===== src/rtl/core/skl_pkg.sv =====
// Package for the sorted key list core: opcode codes and the per-cell mode struct.
// Used by skl_cell and sorted_key_list_core; depends on nothing.
package skl_pkg;

  localparam int KEY_W = 16;
  localparam int PAY_W = 16;
  localparam int POS_W = 6;
  localparam int OP_W  = 4;

  typedef enum logic [OP_W-1:0] {
    OP_INS_END    = 4'd0,
    OP_INS_FRONT  = 4'd1,
    OP_INS_SORTED = 4'd2,
    OP_DEL_FRONT  = 4'd3,
    OP_DEL_END    = 4'd4,
    OP_DEL_AT     = 4'd5,
    OP_CLEAR      = 4'd6,
    OP_UPDATE     = 4'd7,
    OP_READ       = 4'd8
  } op_t;

  // Broadcast to every cell; at most one bit is set, and only for an operation that succeeds.
  typedef struct packed {
    logic ins_end;
    logic ins_front;
    logic ins_sorted;
    logic del_front;
    logic del_at;
    logic upd;
  } cell_mode_t;

endpackage


===== src/rtl/core/skl_cell.sv =====
// One cell of the sorted key list chain: holds one entry and shifts it to a neighbor.
// Depends on skl_pkg for the mode struct and field widths.
module skl_cell import skl_pkg::*; #(
  parameter int IDX   = 0,
  parameter int CMP_W = 7
) (
  input  logic             clk,
  input  cell_mode_t       mode,
  input  logic [CMP_W-1:0] count,
  input  logic [CMP_W-1:0] pos,
  input  logic [KEY_W-1:0] new_key,
  input  logic [PAY_W-1:0] new_payload,
  input  logic             split_in,
  output logic             split_out,
  input  logic [KEY_W-1:0] left_key,
  input  logic [PAY_W-1:0] left_payload,
  input  logic [KEY_W-1:0] right_key,
  input  logic [PAY_W-1:0] right_payload,
  output logic [KEY_W-1:0] key_q,
  output logic [PAY_W-1:0] payload_q,
  output logic             pos_hit
);

  localparam logic [CMP_W-1:0] MY_IDX = CMP_W'(IDX);

  logic [KEY_W-1:0] key_r, key_nxt;
  logic [PAY_W-1:0] payload_r, payload_nxt;
  logic             at_cnt, at_pos, gt, mark, ins, del;

  assign at_cnt  = (count == MY_IDX);
  assign at_pos  = (pos == MY_IDX);
  assign gt      = (new_key > key_r);
  assign pos_hit = at_pos;
  assign ins     = mode.ins_end | mode.ins_front | mode.ins_sorted;
  assign del     = mode.del_front | mode.del_at;

  // The insertion or deletion point is the first cell that raises its mark.
  assign mark = (mode.ins_end & at_cnt) |
                (mode.ins_front & (IDX == 0)) |
                (mode.ins_sorted & (gt | at_cnt)) |
                mode.del_front |
                (mode.del_at & at_pos);
  assign split_out = split_in | mark;

  always_comb begin
    key_nxt     = key_r;
    payload_nxt = payload_r;
    if (ins) begin
      if (split_in) begin
        key_nxt     = left_key;
        payload_nxt = left_payload;
      end else if (mark) begin
        key_nxt     = new_key;
        payload_nxt = new_payload;
      end
    end else if (del && split_out) begin
      key_nxt     = right_key;
      payload_nxt = right_payload;
    end else if (mode.upd && at_pos) begin
      key_nxt     = new_key;
      payload_nxt = new_payload;
    end
  end

  always_ff @(posedge clk) begin
    key_r     <= key_nxt;
    payload_r <= payload_nxt;
  end

  assign key_q     = key_r;
  assign payload_q = payload_r;

endmodule


===== config.mk =====
export PLATFORM = sky130hd
export DESIGN_NAME = skl_cell
export DESIGN_NICKNAME = d
export VERILOG_FILES = /design/src/rtl/core/skl_pkg.sv /design/src/rtl/core/skl_cell.sv
export SDC_FILE = /design/constraint.sdc
export NUM_CORES = 1
export LEC_CHECK = 0
export BUFFER_PORTS_ARGS = -buffer_cell sky130_fd_sc_hd__buf_2
export CORE_ASPECT_RATIO = 2
export CORE_MARGIN = 2
export CORE_UTILIZATION = 25
export DETAILED_ROUTE_END_ITERATION = 8
export GPL_ROUTABILITY_DRIVEN = 0
export PLACE_DENSITY_LB_ADDON = 0.08
export SLEW_MARGIN = 10
export SYNTH_ARGS = -nofsm -noshare
export SYNTH_HDL_FRONTEND = slang
export SYNTH_SLANG_ARGS = --single-unit

===== constraint.sdc =====
create_clock -name clk -period 7.8 [get_ports clk]
set_input_delay 0.39 -clock clk [delete_from_list [all_inputs] [get_ports clk]]
set_output_delay 0.39 -clock clk [all_outputs]
set_load 0.005 [all_outputs]

==> impl_metrics.yaml, run 1 <==
outcome:
  status: "completed"
critical_path:
  crit_chain: "inv_1 -> ha_1 -> nand4_1 -> or4_4 -> a21o_1 -> a31oi_1 -> a311o_2"
  r2r_cells: 7
  path_depth: 7
  critPathRequiredTime_ns: 7.70
  start_kind: "register"
  crit_start: "key_q[14]$_DFFE_PP_"
  reg2reg_from: "key_q[14]$_DFFE_PP_"
  path_buf_inv: 1
  rr_endpoint: "key_q[0]$_DFFE_PP_"
  rrSetupSlack_ns: 4.92
  cp_slowest_cell: "a311o_2"
  critPathMaxStageDelay_ns: 0.72
  critPathMaxFanout: 32
  critical_path_arrival_ns: 2.78
  crit_type: "register to register"
  endpoint_kind: "register"
  critPathCapture: "key_q[0]$_DFFE_PP_"
  critPathTopFamily: "compound AO/OA/AOI/OAI gates"
sta:
  slew_headroom: 0.376
  skew_ns: 0.00235
  setup_tns_ns: 0
  finalMaxSlewViolations: 0
  layout_min_cycle_time_ns: 2.88
  hold_violations: 0
  tightest_slew_ns: 0.934
  fin_crit_sh: 0.369
  setup_violations: 0
  clock.fmax_mhz: 347
  rsz0062_at_grt: "false"
global_routing:
  grt_max_degree: 33
  grt_pass1_wl_mm: 10.8
  antenna_found_initial: 0
  grt_overflow_total: 0
  track_usage: 0.152
  grt_pass1_vias: 2239
finish:
  final-seq-area_sq_um: 961
  n_antenna_cell: 0
  drive_gt1_frac: 0.601
  layout_commonest_cell: "buf_2"
  final_nets: 466
  final_cell_mix: "buf_2, or2_2, edfxtp_1"
  fillCellCount: 854
  multiInputGateArea_sq_mm: 0.00106
  final_area_sq_mm: 0.00313
  area_growth_pct: 46.5
power:
  peakVddDrop_mv: 0.127
  powerDensity_mw_per_mm2: 182
  leakagePower_nw: 1.44
clocking:
  cts_setup_buffers: 0
  clock_latency_ns: 0.28
  tritoncts: "done"
  holdBufCountCts: 0
  cts_buffers: 5
  cts_root_buf: "clkbuf_16"
  h-tree-depth: 2
  clock_sinks: 32
  ctsResizeCount: 0
  path_clk_slew_ns: 0.05
  clock_path_buffers: 2
detailed_routing:
  drtIter0Drc: 85
  drt-total-wl_mm: 7.02
  drtAntennaViolNets: 0
  drc: 0
  dr.pass1.iters: 4
  vias: 2054
  viasPerCell: 4.77
  wl_per_cell_microns: 16.3
floorplanning:
  core-area_sq_mm: 0.00829
  die_y_microns: 135
  io-pin-count: 152
  die_area_sq_mm: 0.00934
  start_util: 0.258
  die_w_microns: 69.4
  rows: 47
job:
  cap_violations: 0
placement:
  postPlaceCellArea_sq_mm: 0.00297
  hpwlAfterDp_mm: 5.58
  io_buffers: 151
min_path:
  hold_class: "input port to register"
synth:
  ys_ff_latch: 32
  synth_seq_area_share: 0.450
  synth.net_count: 316
  syn_inst: 182
  yosys.cell_types.count: 36
  syn_area_sq_mm: 0.00214
  syn_avg_cell_area_sq_um: 11.7
  yosys_warnings: 0
==> worst min-delay path by stage <==
stage                      from                endpoint  cells after the start
5_1_grt            right_key[3]      key_q[3]$_DFFE_PP_                      2
6_report       right_payload[7]  payload_q[7]$_DFFE_PP_                      2
4_1_cts            right_key[0]      key_q[0]$_DFFE_PP_                      2
3_3_place_gp       right_key[2]      key_q[2]$_DFFE_PP_                      2
2_1_floorplan      right_key[0]      key_q[0]$_DFFE_PP_                      1
3_5_place_dp   right_payload[6]  payload_q[6]$_DFFE_PP_                      2
==> report_power, final <==
group | internal, mW | leakage [nW] | switching, mW
logic | 0.0695 | 1.04 | 0.0612
clock network | 0.148 | 0.0789 | 0.0699
registers | 0.215 | 0.326 | 0.00709
total | 0.433 | 1.44 | 0.138
==> sequential cells by signal (all words and copies together), names as in the netlist <==
signal     cells
key_q         16
payload_q     16
==> per-layer routing <==
metal  vias to the layer above  share of wire  GRT usage  wire, microns
met5                         -              0          0              0
li1                       1020              -          -              -
met2                        94           0.59      0.311           4120
met4                         0          0.017     0.0556            122
met1                       930           0.33      0.140           2350
met3                        10          0.060     0.0343            418
==> cells by family (layout without fill, tap and decap cells) <==
kind of cell | Yosys count | in the layout | synth area share
AND/OR/NAND/NOR | 56 | 56 | 0.162
AO/OA/AOI/OAI | 53 | 53 | 0.238
flip-flops | 32 | 32 | 0.450
buffers and inverters | 25 | 176 | 0.0562
adder cells (fa/ha/maj) | 16 | 16 | 0.0937
==> area by class of cell <==
cell class                 instances  share of cell area
clock inverter                     3              0.0120
sequential                        32               0.307
timing repair buffer             152               0.244
inverter                          16              0.0192
clock buffer                       5              0.0400
tap                               98              0.0392
multi-input combinational        125               0.339
==> synthesized netlist by cell type (all sizes together) <==
cell type	instances	area, sq um
o41ai	1	8.76
ha	16	200
a31oi	2	12.5
nand2	5	21.3
nand4	3	18.8
nand2b	1	6.26
or3	2	17.5
a21oi	6	30.0
o22a	1	17.5
o211ai	1	7.51
nor2	3	11.3
edfxtp	32	961
a221oi	1	8.76
or4	1	11.3
nand3	1	5.00
clkbuf	3	11.3
o21ai	5	25.0
and2	1	6.26
inv	16	60.1
buf	6	48.8
o221a	32	360
nor2b	2	12.5
a21o	1	7.51
o31a	1	8.76
nor4	2	18.8
a211oi	1	12.5
or2	33	206
nor3	2	10.0
a311o	1	10.0
==> metrics by stage <==
stage / worst slack (ns) / util / total power [mW] / cells / hold WS, ns
after CTS: 4.86 / 0.377 / 0.582 / 431 / 0.441
after floorplan: 4.90 / - / 0.291 / 182 / 0.641
after global routing: 4.73 / 0.377 / 0.604 / 431 / 0.453
after detailed placement: 4.74 / 0.358 / 0.361 / 423 / 0.731
final: 4.92 / 0.377 / 0.571 / 431 / 0.451
after global placement: 4.80 / 0.358 / 0.360 / 423 / 0.729
No activity file was read; power rests on OpenSTA's default activity.
==> run 2, diff against run 1 <==
==> constraint.sdc (replaced) <==
create_clock -name clk -period 2.94 [get_ports clk]
set_input_delay 0.147 -clock clk [delete_from_list [all_inputs] [get_ports clk]]
set_output_delay 0.147 -clock clk [all_outputs]
set_load 0.005 [all_outputs]
==> run 2 against run 1 <==
Compared with the run above: cell count rose by 0.23%; sequential power rose to 2.7 times the previous value; critical path depth rose by 1; count of clock-buffer cells in the layout did not move; clock power rose by 130%; critical endpoint is now key_q[14]$_DFFE_PP_; largest cell class unchanged; largest power group unchanged.
==> impl_metrics.yaml, run 2 (synthesis results as in run 1) <==
floorplanning:
  rows: 47
  io-pin-count: 152
  core-area_sq_mm: 0.00829
  die_area_sq_mm: 0.00934
  die_w_microns: 69.4
  die_y_microns: 135
  start_util: 0.258
global_routing:
  antenna_found_initial: 0
  grt_pass1_vias: 2247
  grt_pass1_wl_mm: 11.2
  grt_max_degree: 33
  grt_overflow_total: 0
  track_usage: 0.155
finish:
  final_cell_mix: "buf_2, or2_2, edfxtp_1"
  drive_gt1_frac: 0.605
  final_area_sq_mm: 0.00313
  layout_commonest_cell: "buf_2"
  area_growth_pct: 46.3
  n_antenna_cell: 0
  fillCellCount: 897
  layout.cells.non_filler: 432
  final_nets: 467
sta:
  rsz0062_at_grt: "false"
  layout_min_cycle_time_ns: 2.46
  skew_ns: 0.00340
  hold_violations: 0
  tightest_slew_ns: 1.01
  setup_violations: 0
  clock.fmax_mhz: 406
  fin_crit_sh: 0.837
  finalMaxSlewViolations: 0
  slew_headroom: 0.323
  setup_tns_ns: 0
job:
  cap_violations: 0
power:
  leakagePower_nw: 1.45
  peakVddDrop_mv: 0.284
  powerDensity_mw_per_mm2: 459
clocking:
  cts_setup_buffers: 0
  clock_path_buffers: 2
  cts_buffers: 5
  ctsResizeCount: 0
  tritoncts: "done"
  h-tree-depth: 2
  clock_sinks: 32
  cts_root_buf: "clkbuf_16"
  path_clk_slew_ns: 0.05
  holdBufCountCts: 0
  clock_latency_ns: 0.28
detailed_routing:
  drc: 0
  dr.pass1.iters: 4
  viasPerCell: 4.81
  vias: 2079
  drtAntennaViolNets: 0
  drt-total-wl_mm: 7.19
  wl_per_cell_microns: 16.6
  drtIter0Drc: 38
placement:
  hpwlAfterDp_mm: 5.73
  io_buffers: 151
  postPlaceCellArea_sq_mm: 0.00299
  dp.cells: 424
critical_path:
  crit_chain: "inv_1 -> ha_1 -> nand4_1 -> or4_4 -> a21o_1 -> a31oi_1 -> a311o_2 -> buf_12"
  critPathRequiredTime_ns: 2.91
  critical_path_arrival_ns: 2.43
  crit_type: "register to register"
  start_kind: "register"
  endpoint_kind: "register"
  cp_slowest_cell: "or4_4"
  critPathMaxFanout: 32
  critPathMaxStageDelay_ns: 0.46
min_path:
  hold_class: "input port to register"
outcome:
  status: "completed"
run 2: critical path: cells and delay by family, from the launching register on:
family                     cells  cell delay, ns
AOI/OAI and AO/OA              3            0.58
DFF                            1            0.35
adders and majority gates      1            0.30
and+or+nand+nor                2            0.65
buffers and inverters          2            0.26
run 2: through the flow:
step,hold WS (ns),power [mW],setup WS [ns],utilization
finish,0.206,1.44,0.478,0.377
global route,0.207,1.53,0.258,0.377
CTS,0.197,1.47,0.410,0.377
detailed placement,0.489,0.961,0.431,0.360
global placement,0.488,0.960,0.505,0.360
floorplan,0.398,0.773,0.0435,-
run 2: area by class of cell:
type	instances	area, sq um	area share
Timing Repair Buffer	153	783	0.251
Multi-Input combinational cell	125	1060	0.339
Clock inverter	3	13.8	0.00440
Inverter	16	60.1	0.0192
Clock buffer	5	125	0.0400
Tap cell	98	123	0.0392
Sequential cell	32	961	0.307
run 2: path summary, 6_finish.rpt:
| kind | slack (ns) | startpoint | endpoint | cells after the start |
|---|---|---|---|---|
| min reg2reg | 1.38 | key_q[15]$_DFFE_PP_ | key_q[13]$_DFFE_PP_ | 6 |
| max reg2reg | 0.48 | key_q[15]$_DFFE_PP_ | key_q[14]$_DFFE_PP_ | 8 |
| max | 0.48 | key_q[15]$_DFFE_PP_ | key_q[14]$_DFFE_PP_ | 8 |
| min | 0.21 | right_payload[6] | payload_q[6]$_DFFE_PP_ | 2 |
run 2: layer usage:
metal,vias to the layer above,routed length (microns),GRT usage
met4,0,110,0.0566
met2,91,4250,0.315
met3,7,433,0.0321
met5,-,0,0
li1,1022,-,-
met1,959,2400,0.147
run 2: power by group:
group | internal (mW) | switching (mW)
Sequential | 0.570 | 0.0189
Clock | 0.307 | 0.186
Combinational | 0.188 | 0.166
